===== config.mk =====
export PLATFORM = sky130hd
export DESIGN_NAME = cia402_csp_position_stepper
export DESIGN_NICKNAME = d
export VERILOG_FILES = /design/src/rtl/core/cia402_csp_pkg.sv /design/src/rtl/core/cia402_csp_position_stepper.sv
export SDC_FILE = /design/constraint.sdc
export NUM_CORES = 1
export LEC_CHECK = 0
export ABC_AREA = 1
export BUFFER_PORTS_ARGS = -buffer_cell sky130_fd_sc_hd__buf_4
export CORE_ASPECT_RATIO = 0.7
export CORE_MARGIN = 2
export CORE_UTILIZATION = 52
export CTS_BUF_LIST = sky130_fd_sc_hd__clkbuf_8
export CTS_CLUSTER_SIZE = 8
export DETAILED_ROUTE_END_ITERATION = 8
export PLACE_DENSITY = 0.71
export RECOVER_POWER = 50
export SYNTH_ARGS = -nofsm -noshare
export SYNTH_HDL_FRONTEND = slang
export SYNTH_SLANG_ARGS = --single-unit

===== constraint.sdc =====
create_clock -name clk_i -period 4.6 [get_ports clk_i]
set_input_delay 0.46 -clock clk_i [delete_from_list [all_inputs] [get_ports clk_i]]
set_output_delay 0.46 -clock clk_i [all_outputs]
set_load 0.03 [all_outputs]

===== src/rtl/core/cia402_csp_pkg.sv =====
package cia402_csp_pkg;

  // fixed field widths
  localparam int unsigned STATUS_W = 16;
  localparam int unsigned POS_W    = 32;
  localparam int unsigned ANGLE_W  = 9;
  localparam int unsigned CTRL_W   = 16;
  localparam int unsigned MODE_W   = 8;
  localparam int unsigned STEP_W   = 16;
  localparam int unsigned IN_TDATA_W  = 64;
  localparam int unsigned OUT_TDATA_W = 72;

  // degrees in one shaft revolution
  localparam int unsigned DEG_PER_REV = 360;

  localparam int unsigned PULSES_PER_REV_DEF = 131072;

  // configuration register indexes
  typedef enum logic [0:0] {
    REG_DIRECTION = 1'b0,
    REG_STEP_SIZE = 1'b1
  } cfg_reg_e;

  localparam logic             DIRECTION_RST = 1'b1;
  localparam logic [STEP_W-1:0] STEP_SIZE_RST = 16'd100;

  // status word decode (low ten bits)
  localparam int unsigned      SW_FAULT_BIT   = 3;
  localparam logic [9:0]       SW_DISABLED    = 10'h250;
  localparam logic [9:0]       SW_READY       = 10'h270;
  localparam logic [9:0]       SW_SWITCHED_ON = 10'h231;
  localparam logic [9:0]       SW_OP_ENABLED  = 10'h233;

  // control words
  localparam logic [CTRL_W-1:0] CW_RESET      = 16'h0008;
  localparam logic [CTRL_W-1:0] CW_FAULT      = 16'h0080;
  localparam logic [CTRL_W-1:0] CW_SHUTDOWN   = 16'h0006;
  localparam logic [CTRL_W-1:0] CW_SWITCH_ON  = 16'h0007;
  localparam logic [CTRL_W-1:0] CW_ENABLE_OP  = 16'h000F;
  localparam logic [CTRL_W-1:0] CW_QUICK_STOP = 16'h0002;

  // modes of operation
  localparam logic [MODE_W-1:0] MODE_NONE = 8'h00;
  localparam logic [MODE_W-1:0] MODE_CSP  = 8'h08;

  typedef struct packed {
    logic [STATUS_W-1:0]     status;
    logic signed [POS_W-1:0] actual;
    logic                    run;
    logic [ANGLE_W-1:0]      target;
  } item_t;

endpackage


===== src/rtl/core/cia402_csp_position_stepper.sv =====
// cia402 cyclic synchronous position stepper
//
// input stream (s_axis): one transaction per cyclic tick carrying the drive's
// status word, its actual position, a run flag and a target shaft angle.
// output stream (m_axis): one transaction per input with the control word,
// the modes-of-operation byte, the commanded position and the shaft angle.
// config port: cfg_we_i writes cfg_data_i into register cfg_idx_i
// (0 direction, 1 step size); write only while no tick is in flight, unchecked.
//
// after the input register the shaft angle takes three stages: quotient of the
// magnitude by the pulses per revolution through a reciprocal multiply, the
// remainder by multiply and subtract, then degrees through a second reciprocal
// multiply; the drive state update happens in the cycle that loads the output
// register.
// throughput: one transaction per cycle unless stalled. every stage advances
// on its own, so bubbles close up and input keeps flowing while a result waits.
// when m_axis_tready is low the output holds and the pipeline fills behind
// it; s_axis_tready drops only once all five registers hold a tick.
// reset: control word 0x8, mode 0, position 0, angle 0, no target reached,
// direction 1 (step down), step size 100; the pipeline empties.
module cia402_csp_position_stepper #(
  parameter int unsigned PULSES_PER_REV = cia402_csp_pkg::PULSES_PER_REV_DEF
) (
  input  logic clk_i,
  input  logic rst_ni,

  // tdata: drive_status[15:0], actual_position[47:16], run_enable[48],
  //        target_angle[57:49], zero fill[63:58]
  input  logic                                   s_axis_tvalid,
  output logic                                   s_axis_tready,
  input  logic [cia402_csp_pkg::IN_TDATA_W-1:0]  s_axis_tdata,

  // tdata: drive_control[15:0], operation_mode[23:16], target_position[55:24],
  //        position_angle[64:56], zero fill[71:65]
  output logic                                   m_axis_tvalid,
  input  logic                                   m_axis_tready,
  output logic [cia402_csp_pkg::OUT_TDATA_W-1:0] m_axis_tdata,

  input  logic                                   cfg_we_i,
  input  logic [0:0]                             cfg_idx_i,
  input  logic [cia402_csp_pkg::STEP_W-1:0]      cfg_data_i
);

  localparam int unsigned MAG_W = cia402_csp_pkg::POS_W;
  localparam int unsigned QW    = cia402_csp_pkg::ANGLE_W;
  localparam int unsigned RW    = (PULSES_PER_REV > 1) ? $clog2(PULSES_PER_REV) : 1;

  // quotient by reciprocal: magnitude is at most 2^31, so a shift of 31 + RW
  // with a rounded-up multiplier is exact, and the multiplier fits 33 bits
  localparam int unsigned QSH = MAG_W - 1 + RW;
  localparam int unsigned QMW = MAG_W + 1;
  localparam logic [63:0] QM_FULL =
    ((64'd1 << QSH) + 64'(PULSES_PER_REV) - 64'd1) / 64'(PULSES_PER_REV);
  localparam logic [QMW-1:0] QM = QMW'(QM_FULL);
  localparam int unsigned QPW = MAG_W + QMW;

  localparam logic [MAG_W-1:0] PPR_M = MAG_W'(PULSES_PER_REV);

  // degrees by reciprocal: remainder below 2^RW, a shift of 2*RW is exact;
  // 360 needs 9 bits, one more for the round-up
  localparam int unsigned ASH = 2 * RW;
  localparam int unsigned KW  = RW + 10;
  localparam logic [63:0] AK_FULL =
    ((64'(cia402_csp_pkg::DEG_PER_REV) << ASH) + 64'(PULSES_PER_REV) - 64'd1) /
    64'(PULSES_PER_REV);
  localparam logic [KW-1:0] AK = KW'(AK_FULL);
  localparam int unsigned APW = RW + KW;

  // ---------------------------------------------------------------------------
  // configuration registers
  // ---------------------------------------------------------------------------
  logic                              direction_q;
  logic [cia402_csp_pkg::STEP_W-1:0] step_size_q;

  always_ff @(posedge clk_i or negedge rst_ni) begin
    if (!rst_ni) begin
      direction_q <= cia402_csp_pkg::DIRECTION_RST;
      step_size_q <= cia402_csp_pkg::STEP_SIZE_RST;
    end else if (cfg_we_i) begin
      unique case (cfg_idx_i)
        cia402_csp_pkg::REG_DIRECTION: direction_q <= cfg_data_i[0];
        cia402_csp_pkg::REG_STEP_SIZE: step_size_q <= cfg_data_i;
        default: ;
      endcase
    end
  end

  // ---------------------------------------------------------------------------
  // pipeline registers
  // ---------------------------------------------------------------------------
  logic                  in_vld_q;
  cia402_csp_pkg::item_t in_itm_q;

  logic                  qt_vld_q;
  cia402_csp_pkg::item_t qt_itm_q;
  logic [MAG_W-1:0]      qt_mag_q;
  logic [MAG_W-1:0]      qt_quo_q;

  logic                  rm_vld_q;
  cia402_csp_pkg::item_t rm_itm_q;
  logic [RW-1:0]         rm_rem_q;

  logic                  ag_vld_q;
  cia402_csp_pkg::item_t ag_itm_q;
  logic [QW-1:0]         ag_angle_q;

  logic out_vld_q;

  // per-stage advance, so empty stages absorb stalls
  logic in_rdy, qt_rdy, rm_rdy, ag_rdy, out_rdy;

  assign out_rdy = !out_vld_q || m_axis_tready;
  assign ag_rdy  = !ag_vld_q || out_rdy;
  assign rm_rdy  = !rm_vld_q || ag_rdy;
  assign qt_rdy  = !qt_vld_q || rm_rdy;
  assign in_rdy  = !in_vld_q || qt_rdy;

  assign s_axis_tready = in_rdy;

  // ---------------------------------------------------------------------------
  // datapath of the angle pipeline
  // ---------------------------------------------------------------------------
  logic [MAG_W-1:0] in_act_u;
  logic [MAG_W-1:0] in_mag;

  // magnitude of the actual position; the most negative value stays 2^31
  assign in_act_u = in_itm_q.actual;
  assign in_mag   = in_act_u[MAG_W-1] ? (~in_act_u + MAG_W'(1)) : in_act_u;

  // whole revolutions in the magnitude
  logic [QPW-1:0]   qt_prod;
  logic [MAG_W-1:0] qt_quo_d;

  assign qt_prod  = QPW'(in_mag) * QPW'(QM);
  assign qt_quo_d = MAG_W'(qt_prod >> QSH);

  // pulses left over within the revolution
  logic [MAG_W-1:0] rm_diff;
  logic [RW-1:0]    rm_rem_d;

  assign rm_diff  = qt_mag_q - qt_quo_q * PPR_M;
  assign rm_rem_d = rm_diff[RW-1:0];

  // floor(remainder * 360 / pulses per revolution)
  logic [APW-1:0] ag_prod;
  logic [QW-1:0]  ag_angle_d;

  assign ag_prod    = APW'(rm_rem_q) * APW'(AK);
  assign ag_angle_d = QW'(ag_prod >> ASH);

  // valid bits
  always_ff @(posedge clk_i or negedge rst_ni) begin
    if (!rst_ni) begin
      in_vld_q <= 1'b0;
      qt_vld_q <= 1'b0;
      rm_vld_q <= 1'b0;
      ag_vld_q <= 1'b0;
    end else begin
      if (in_rdy) in_vld_q <= s_axis_tvalid;
      if (qt_rdy) qt_vld_q <= in_vld_q;
      if (rm_rdy) rm_vld_q <= qt_vld_q;
      if (ag_rdy) ag_vld_q <= rm_vld_q;
    end
  end

  // payload, no reset
  always_ff @(posedge clk_i) begin
    if (in_rdy && s_axis_tvalid) begin
      in_itm_q.status <= s_axis_tdata[15:0];
      in_itm_q.actual <= s_axis_tdata[47:16];
      in_itm_q.run    <= s_axis_tdata[48];
      in_itm_q.target <= s_axis_tdata[57:49];
    end
    if (qt_rdy && in_vld_q) begin
      qt_itm_q <= in_itm_q;
      qt_mag_q <= in_mag;
      qt_quo_q <= qt_quo_d;
    end
    if (rm_rdy && qt_vld_q) begin
      rm_itm_q <= qt_itm_q;
      rm_rem_q <= rm_rem_d;
    end
    if (ag_rdy && rm_vld_q) begin
      ag_itm_q   <= rm_itm_q;
      ag_angle_q <= ag_angle_d;
    end
  end

  // ---------------------------------------------------------------------------
  // drive state update, loads together with the output register
  // ---------------------------------------------------------------------------
  logic [cia402_csp_pkg::CTRL_W-1:0] control_q, control_d;
  logic [cia402_csp_pkg::MODE_W-1:0] mode_q, mode_d;
  logic [MAG_W-1:0]                  cmd_pos_q, cmd_pos_d;
  logic [QW-1:0]                     angle_q, angle_d;
  logic                              reached_set_q, reached_set_d;
  logic [QW-1:0]                     reached_q, reached_d;

  cia402_csp_pkg::item_t fin;
  logic [QW-1:0]         fin_angle;
  logic                  update;

  assign fin       = ag_itm_q;
  assign fin_angle = ag_angle_q;
  assign update    = ag_vld_q && out_rdy;

  always_comb begin
    control_d     = control_q;
    mode_d        = mode_q;
    cmd_pos_d     = cmd_pos_q;
    angle_d       = angle_q;
    reached_set_d = reached_set_q;
    reached_d     = reached_q;

    // status decode
    if (fin.status[cia402_csp_pkg::SW_FAULT_BIT]) begin
      control_d = cia402_csp_pkg::CW_FAULT;
    end else begin
      unique case (fin.status[9:0]) inside
        cia402_csp_pkg::SW_DISABLED,
        cia402_csp_pkg::SW_READY:       control_d = cia402_csp_pkg::CW_SHUTDOWN;
        cia402_csp_pkg::SW_SWITCHED_ON: control_d = cia402_csp_pkg::CW_SWITCH_ON;
        cia402_csp_pkg::SW_OP_ENABLED:  control_d = cia402_csp_pkg::CW_ENABLE_OP;
        default: ;
      endcase
    end

    if (!fin.run) begin
      // quick stop, hold where the drive is
      control_d = cia402_csp_pkg::CW_QUICK_STOP;
      angle_d   = fin_angle;
      cmd_pos_d = fin.actual;
    end else begin
      if (control_d == cia402_csp_pkg::CW_SWITCH_ON) begin
        mode_d    = cia402_csp_pkg::MODE_CSP;
        cmd_pos_d = fin.actual;
      end
      // a latched target stops motion until a different angle is asked for
      if (control_d == cia402_csp_pkg::CW_ENABLE_OP &&
          !(reached_set_q && reached_q == fin.target)) begin
        angle_d = fin_angle;
        if (fin_angle == fin.target) begin
          cmd_pos_d     = fin.actual;
          reached_set_d = 1'b1;
          reached_d     = fin.target;
        end else if (direction_q) begin
          cmd_pos_d = cmd_pos_q - MAG_W'(step_size_q);
        end else begin
          cmd_pos_d = cmd_pos_q + MAG_W'(step_size_q);
        end
      end
    end
  end

  always_ff @(posedge clk_i or negedge rst_ni) begin
    if (!rst_ni) begin
      out_vld_q     <= 1'b0;
      control_q     <= cia402_csp_pkg::CW_RESET;
      mode_q        <= cia402_csp_pkg::MODE_NONE;
      cmd_pos_q     <= '0;
      angle_q       <= '0;
      reached_set_q <= 1'b0;
      reached_q     <= '0;
    end else begin
      if (update) begin
        out_vld_q     <= 1'b1;
        control_q     <= control_d;
        mode_q        <= mode_d;
        cmd_pos_q     <= cmd_pos_d;
        angle_q       <= angle_d;
        reached_set_q <= reached_set_d;
        reached_q     <= reached_d;
      end else if (m_axis_tready) begin
        out_vld_q <= 1'b0;
      end
    end
  end

  assign m_axis_tvalid = out_vld_q;
  assign m_axis_tdata  = {7'b0, angle_q, cmd_pos_q, mode_q, control_q};

endmodule


-- After elaboration in Yosys (flattened, before gate mapping)
Cells that the tools add are included.
- equality and inequality tests: 10
- mux-type cells: 13
- bitwise operators: 2
- add/subtract/negate cells: 4
- shifts and indexed selects: 0
- multipliers: 1
- reduce and logical (&&, ||, !) cells: 26
- order comparisons: 0
- div/mod/pow operators: 0
- operator list (cell ; count):
    32-bit 2-to-1 mux ; 5
    16-bit one-hot mux with 3 select lines ; 1
    10-bit == test (second input constant) ; 4
    32-bit by 16-bit adder with 32-bit output ; 1
    16-bit 2-to-1 mux ; 2
    32-bit by 16-bit subtractor with 32-bit output ; 1
    17-bit by 6-bit multiplier with 23-bit output (second input constant) ; 1
    9-bit == test ; 2
    9-bit 2-to-1 mux ; 2
    17-bit by 1-bit adder with 17-bit output (second input constant) ; 1
    17-bit 2-to-1 mux ; 1
    17-bit inverter ; 1
    17-bit by 1-bit subtractor with 17-bit output (second input constant) ; 1
    16-bit by 3-bit == test with 1-bit output (second input constant) ; 1
    16-bit by 4-bit == test with 1-bit output (second input constant) ; 1
    2-bit AND reduction ; 4
    1-bit logical AND ; 7
    1-bit zero test ; 6
    1-bit logical OR ; 5
    4-bit AND reduction ; 1
    3-bit by 1-bit inequality test with 1-bit output (second input constant) ; 1
    3-bit AND reduction ; 1
    1-bit 2-to-1 mux ; 2
    2-bit by 1-bit inequality test with 1-bit output (second input constant) ; 1
    3 further kinds ; 3
- latch bits: 0
- memories: 0
- memory bits (read-only): 0
- input port bits: 86
- memory bits (writable): 0
- bits in registers: 341
- output and inout port bits: 74

-- Depth between registers and ports, before layout
Gate-level depths: netlist (run 1).
- depth after elaboration: 8
- mapped depth: 24
- depth with buffers taken out: 24

-- Worst setup path before layout (run 1)
No wires, ideal clock.
- path type: register to register
- start point: register out_vld_q, in the netlist m_axis_tvalid
- end point: register qt_itm_q[0] (netlist name), enable pin
- clock period less this slack: 4279 ps
- path slack: 321 ps
- path buffers: 0
- data arrival time: 3783 ps
- cell stages (with the launch flop): 10
- cells stage by stage: dfrtp_1 > inv_1 > nor2_1 > inv_1 > nor2_1 > inv_1 > nor2_1 > inv_1 > nor2_1 > nor2_1
- word-level cells in the longest chain between the ends: 6
- ends and longest elaborated chain (element ; RTL line ; source):
    start: declaration ; cia402_csp_position_stepper.sv:107 ; logic out_vld_q;
    start signal: assignment ; cia402_csp_position_stepper.sv:257 ; out_vld_q <= 1'b0;
    start signal: assignment ; cia402_csp_position_stepper.sv:266 ; out_vld_q <= 1'b1;
    start signal: assignment ; cia402_csp_position_stepper.sv:274 ; out_vld_q <= 1'b0;
    1-bit zero test ; cia402_csp_position_stepper.sv:112 ; assign out_rdy = !out_vld_q || m_axis_tready;
    1-bit logical OR ; cia402_csp_position_stepper.sv:112 ;
    1-bit logical OR ; cia402_csp_position_stepper.sv:113 ; assign ag_rdy = !ag_vld_q || out_rdy;
    1-bit logical OR ; cia402_csp_position_stepper.sv:114 ; assign rm_rdy = !rm_vld_q || ag_rdy;
    1-bit logical OR ; cia402_csp_position_stepper.sv:115 ; assign qt_rdy = !qt_vld_q || rm_rdy;
    1-bit logical AND ; cia402_csp_position_stepper.sv:174 ; if (qt_rdy && in_vld_q) begin
    end signal: assignment ; cia402_csp_position_stepper.sv:175 ; qt_itm_q <= in_itm_q;
    end: declaration ; cia402_csp_position_stepper.sv:95 ; cia402_csp_pkg::item_t qt_itm_q;
No other way between the ends.
A chain may end at the register's enable or synchronous reset.

-- Worst setup path in the final report (run 1)
- start point: register step_size_q[1] (netlist name)
- end point: register cmd_pos_q[17]
- word-level cells in the longest chain between the ends: 5
- elaborated cells on any way between the ends: 6
- classes of those cells: add/sub: 2; mux: 4
- ends and longest elaborated chain (element ; RTL line ; source):
    start: declaration ; cia402_csp_position_stepper.sv:73 ; logic [cia402_csp_pkg::STEP_W-1:0] step_size_q;
    start signal: assignment ; cia402_csp_position_stepper.sv:78 ; step_size_q <= cia402_csp_pkg::STEP_SIZE_RST;
    start signal: assignment ; cia402_csp_position_stepper.sv:82 ; cia402_csp_pkg::REG_STEP_SIZE: step_size_q <= cfg_data_i;
    32-bit by 16-bit adder with 32-bit output / 32-bit by 16-bit subtractor with 32-bit output (equally long branches) ; cia402_csp_position_stepper.sv:249, cia402_csp_position_stepper.sv:247 ;
    32-bit 2-to-1 mux * ; cia402_csp_position_stepper.sv:246 ; end else if (direction_q) begin
    32-bit 2-to-1 mux * ; cia402_csp_position_stepper.sv:242 ; if (fin_angle == fin.target) begin
    32-bit 2-to-1 mux * ; cia402_csp_position_stepper.sv:239 ; if (control_d == cia402_csp_pkg::CW_ENABLE_OP &&
    32-bit 2-to-1 mux * ; cia402_csp_position_stepper.sv:228 ; if (!fin.run) begin
    end signal: assignment ; cia402_csp_position_stepper.sv:269 ; cmd_pos_q <= cmd_pos_d;
    end: declaration ; cia402_csp_position_stepper.sv:194 ; logic [MAG_W-1:0] cmd_pos_q, cmd_pos_d;
Mark *: on every way between the ends. The rest lies on a longest branch, timed or not.

==> results of run 1 <==
## placed cells by master, fill, tap and decap left out, types with 6 or more instances in the layout
master / n
nand2_1: 406
fa_1: 28
conb_1: 14
clkbuf_4: 49
xnor2_1: 38
o21ai_0: 28
a21oi_1: 44
xor2_1: 22
a31oi_1: 6
nor2_1: 112
dfrtp_1: 85
edfxtp_1: 249
nor3_1: 13
o21ai_2: 9
nand2_4: 7
clkbuf_8: 56
o31ai_1: 10
nand4_1: 24
buf_4: 43
inv_1: 303
mux2_2: 13
clkbuf_1: 51
dlygate4sd3_1: 47
nand3_1: 120
ha_1: 77
## report_power, final
group | internal [mW] | total [mW] | switching [mW]
Clock | 1.19 | 2.36 | 1.17
Combinational | 1.64 | 4.69 | 3.05
Sequential | 3.96 | 4.31 | 0.348
## path summary, 6_finish.rpt
path / start / endpoint / slack [ps] / depth (start not counted)
worst max-delay path: step_size_q[1] / cmd_pos_q[17] / 520 / 19
worst min-delay path: s_axis_tdata[31] / in_act_u[15] / 70 / 1
worst max register to register: step_size_q[1] / cmd_pos_q[17] / 520 / 19
worst min register to register: in_act_u[24] / qt_itm_q[34] / 400 / 0
max in group asynchronous: rst_ni / step_size_q[5] / 1110 / 3
min in group asynchronous: rst_ni / control_q[13] / 1550 / 2
## state kept, by name, summed over array words and instances (netlist names), 9 cells and up
| register | count |
|---|---|
| in_act_u | 32 |
| ag_itm_q | 52 |
| qt_mag_q | 16 |
| control_q | 16 |
| in_itm_q | 20 |
| reached_q | 9 |
| cmd_pos_q | 32 |
| rm_rem_q | 16 |
| rm_itm_q | 52 |
| ag_angle_q | 9 |
| step_size_q | 16 |
| qt_itm_q | 52 |
| angle_q | 9 |
## critical path, cell delays in order, from the launching register on
cell and delay [ps]:
dfrtp_1 380, inv_1 100, ha_1 150, inv_1 60
nor2_1 170, nand2_1 110, nor3_1 470, nand4_1 530
o31ai_1 500, ha_1 320, nand2_1 130, nor2_1 180
inv_1 100, nor2_1 160, nand4_1 110, nand3_1 100
xnor2_1 140, o21ai_0 120, nand2_1 80, nand2_1 60
## layout make-up
class,instances,area [µm²]
inverter,275,1030
fill,2685,12600
multi-input combinational,1020,6040
timing repair buffer,190,1350
clock buffer,56,771
sequential,339,9740
clock inverter,42,210
tap,427,534
## timing repair
action | CTS | global route
hold endpoints to repair | 98 | 0
hold buffers | 47 | 0
resized for setup | 0 | 0
## cell families (layout without fill, tap and decap cells)
logic type,Yosys count,after routing,share of synthesized area (%)
simple gates,715,715,18.3
flops,339,339,57.2
buf+inv,317,563,7.65
compound gates,113,113,3.95
fa+ha+maj,105,105,8.96
xor+xnor,60,60,3.09
mux,13,13,0.860
other cells,1,14,0.0220
## metal layers
| metal | up-vias | global-route usage, % |
|---|---|---|
| met5 | - | 0 |
| met4 | 0 | 6.36 |
| met3 | 54 | 5.00 |
| met2 | 384 | 31.9 |
| met1 | 5669 | 36.4 |
| li1 | 5850 | - |
## metrics by stage
step                utilization, %  hold slack, ps  cell area (µm²)  worst slack [ps]
floorplan                        -             164            17100               321
global placement              57.1             401            18400               728
detailed placement            57.1             405            18400               693
CTS                           61.6            1.12            19900               680
global route                  61.0            24.7            19700               160
finish                        61.0            65.7            19700               519
==> out/metrics.yaml, run 1 <==
cts:
  cts.path.max_buffers: 3
  tritoncts: "built"
  path_clk_slew_ps: 60
  clkSinkCount: 339
  clk_latency_ps: 620
  htreeDepth: 2
  cts_buffers: 52
  post_cts_buffers: 0
  cts_root_buffer: "clkbuf_8"
synth:
  netlist_area_um2: 17000
  ys_seq_area_share_pct: 57.2
  yosys_warnings: 0
  synth_top_area_cell: "edfxtp_1"
  synthFlopType: "edfxtp_1"
  synth_area_leaders: "edfxtp_1 (44%), dfrtp_1 (13%), nand2_1 (9.0%)"
  synth_top_cell_area_share_pct: 43.9
  ys_ff_latch: 339
  async_flop_share_pct: 26.5
  synth_commonest_cells: "nand2_1 (406), inv_1 (271), edfxtp_1 (249), nand3_1 (120), nor2_1 (114)"
  synth_edf_count: 249
  synth_cell_types: 47
  syn-mean-instance-area_um2: 10.2
  syn_inst: 1663
  synth_most_common_cell: "nand2_1"
timing:
  min_period_ps: 4080
  worstMarginPinSlew_ps: 3380
  finalSetupViolations: 0
  finalMaxSlewViolations: 55
  finalSetupTns_ps: 0
  rsz0062_at_grt: "false"
  max_freq_mhz: 245
  skew_ps: 33.0
  hold_viol: 0
  fin_crit_sh_pct: 88.7
  slew_headroom_pct: -126
drt:
  routed_wl_um: 38300
  drc: 0
  met1_length_um: 19100
  routed.top_layer: "met4"
  drtIter0Drc: 1121
  routed_via_density: 5.09
  num_vias: 12000
  wl_met3_um: 2800
  drtAntennaViolNets: 0
  post_drt_wl_per_cell_um: 16.3
  met2WireLength_um: 15700
  first_pass_iters: 7
global_routing:
  gr-total-overflow: 0
  grt_pass1_wl_um: 60900
  grt_pass1_vias: 11300
  track_usage_pct: 23.1
  grt_max_degree: 55
  antenna_found_initial: 0
floorplan:
  coreArea_um2: 32300
  dieArea_um2: 34200
  ios: 160
  fp.dieW_um: 220
  die_h_um: 155
  std_cell_rows: 55
  initial_core_util_pct: 52.7
finish:
  final_layout_size_suffix_gt1_share_pct: 11.0
  n_antenna_cell: 0
  fin_cells: 2349
  area_growth_pct: 15.6
  fin_nets: 2069
worst_hold_path:
  min_path_type: "primary input to flip-flop"
setup_path:
  end_kind: "flip-flop"
  cp-start-kind: "flip-flop"
  path_max_fanout: 8
  worstPathArrival_ps: 4580
  required_ps: 5090
  critical_path_class: "flip-flop to flip-flop"
power_and_ir_drop:
  fin_total_pwr_mw: 11.4
  leakage_nw: 9.19
  powerDensity_nw_per_um2: 577
  peakVddDrop_mv: 0.351
run:
  maxCapViolations: 1
placement:
  place_inst: 2204
  port-buffer-count: 133
  gp_congestion: 0.907
  place.detailed.hpwl_um: 27800
status:
  violations: "capacitance limit, slew limit"
  outcome: "finished with violations"
Note: power is estimated with default switching activity, not from simulation.
==> inputs of run 2 (changes only) <==
clock period = 5.2 ns   (was 4.6 ns; I/O delays follow)
==> run 2 against run 1 <==
Against the previous run:
- the flow still finishes with violations (capacitance limit, slew limit)
- global-route usage is 0.39 points lower
- combinational power decreased by 12%
- clock skew is 6.4 ps lower
- hold slack improved by 40 ps
- non-clock buffer count down 48
- total power fell by 12%
==> out/metrics.yaml, run 2 (synthesis gave the netlist of run 1 again) <==
status:
  outcome: "finished with violations"
  violations: "capacitance limit, slew limit"
floorplan:
  die_h_um: 155  # unchanged
  initial_core_util_pct: 52.7  # unchanged
  coreArea_um2: 32300  # unchanged
  fp.dieW_um: 220  # unchanged
  dieArea_um2: 34200  # unchanged
  ios: 160  # unchanged
  std_cell_rows: 55  # unchanged
drt:
  first_pass_iters: 6  # -1
  drc: 0  # unchanged
  num_vias: 11700  # -2.4%
  drtIter0Drc: 985  # -12%
  post_drt_wl_per_cell_um: 16.7  # +2.2%
  routed_wl_um: 38300  # about the same
  drtAntennaViolNets: 0  # unchanged
  routed_via_density: 5.08  # -0.29%
timing:
  finalMaxSlewViolations: 43  # -22%
  worstMarginPinSlew_ps: 2470  # -913 ps
  layout_setup_ws_ps: 940  # +421 ps
  rsz0062_at_grt: "false"
  hold_viol: 0  # unchanged
  skew_ps: 26.6  # -6.40 ps
  max_freq_mhz: 235  # -4.2%
  finalSetupViolations: 0  # unchanged
  slew_headroom_pct: -64.7  # +61 points
  fin_crit_sh_pct: 81.9  # -6.8 points
  finalSetupTns_ps: 0  # unchanged
  min_period_ps: 4260  # +179 ps
placement:
  gp_congestion: 0.901  # -0.61%
  post-place-ws_ps: 1100  # +411 ps
  place.detailed.hpwl_um: 28300  # +1.9%
  port-buffer-count: 133  # unchanged
  place_inst: 2202  # -0.091%
setup_path:
  critical_path_class: "flip-flop to flip-flop"
  end_kind: "flip-flop"
  worstPathArrival_ps: 4780  # +200 ps
  cp-start-kind: "flip-flop"
  required_ps: 5720  # +630 ps
  path_max_fanout: 8  # unchanged
  r2r_cells: 19  # unchanged
cts:
  cts_root_buffer: "clkbuf_8"
  tritoncts: "built"
  path_clk_slew_ps: 70  # about the same
  clkSinkCount: 339  # unchanged
  cts.path.max_buffers: 3  # unchanged
  cts_buffers: 52  # unchanged
  clk_latency_ps: 600  # -20 ps
  postCtsResizedCells: 0  # unchanged
  htreeDepth: 2  # unchanged
finish:
  reg_top3: "ag_itm_q x52, qt_itm_q x52, rm_itm_q x52"
  final_layout_size_suffix_gt1_share_pct: 11.0  # -0.026 points
  fin_cells: 2300  # -2.1%
  mostFrequentLayoutCell: "nand2_1"
  fin_nets: 2021  # -2.3%
  final_cell_mix: "nand2_1 (406), inv_1 (303), edfxtp_1 (249)"
  fin_util_pct: 59.4  # -1.6 points
  area_growth_pct: 12.6
global_routing:
  grt_pass1_vias: 11000  # -2.2%
  track_usage_pct: 22.7  # -0.39 points
  grt_pass1_wl_um: 59800  # -1.9%
  antenna_found_initial: 1  # +1
  gr-total-overflow: 0  # unchanged
  grt_max_degree: 69  # +25%
power_and_ir_drop:
  leakage_nw: 8.96  # -2.5%
  peakVddDrop_mv: 0.239  # -32%
  powerDensity_nw_per_um2: 521  # -9.7%
  fin_total_pwr_mw: 9.99  # -12%
run:
  maxCapViolations: 1  # unchanged
worst_hold_path:
  min_path_type: "primary input to flip-flop"
  hold_depth: 1  # unchanged
==> run 2: final cells by class <==
cell class                      count  area [µm²]
Multi-Input combinational cell   1020        6050
Clock inverter                     42         211
Fill cell                        2768       13100
Antenna cell                        1        2.50
Tap cell                          427         534
Clock buffer                       54         743
Sequential cell                   339        9740
Inverter                          275        1030
Timing Repair Buffer              142         860
==> run 2: worst paths after layout <==
kind	start	end	slack [ps]
min in group asynchronous	rst_ni	control_q[13]	1210
max in group asynchronous	rst_ni	step_size_q[1]	1550
worst max-delay path	step_size_q[0]	cmd_pos_q[17]	940
worst min register to register	qt_itm_q[31]	rm_itm_q[31]	390
worst max register to register	step_size_q[0]	cmd_pos_q[17]	940
worst min-delay path	s_axis_tdata[46]	in_act_u[30]	110
==> run 2: stage by stage <==
step / cell area (µm²) / hold slack (ps)
final: 19200 / 105
after global routing: 19200 / 73.5
after CTS: 19400 / 43.1
after detailed placement: 18400 / 405
after global placement: 18400 / 402
after floorplan: 17100 / 224
==> run 2: power breakdown <==
part / leakage [nW] / switching (mW) / internal [mW] / total (mW)
Clock: 0.607 / 1.02 / 1.02 / 2.04
Combinational: 4.82 / 2.72 / 1.42 / 4.14
Sequential: 3.53 / 0.303 / 3.51 / 3.81
==> run 2: critical path, stage by stage (launching register included) <==
cell and delay, ps:
dfrtp_1 410, inv_1 70, ha_1 130, inv_1 60
nor2_1 140, nand2_1 100, nor3_1 470, nand4_1 560
o31ai_1 510, ha_1 300, nand2_1 140, nor2_1 180
inv_1 100, nor2_1 140, nand4_1 100, nand3_1 100
xnor2_1 80, o21ai_0 440, nand2_1 100, nand2_1 80
==> run 2: metal layers <==
metal / GRT usage (%) / up-vias / part of all wire, %
li1: - / 5754 / -
met5: 0 / - / 0
met1: 36.1 / 5519 / 50
met3: 4.93 / 54 / 7.6
met4: 5.11 / 0 / 1.5
met2: 31.5 / 347 / 41
==> run 2: timing repair <==
item / in CTS / in global routing
setup buffers: 0 / 0
hold buffers: 1 / 0
endpoints found under the hold margin: 40 / 0
setup endpoints to repair: 0 / 0
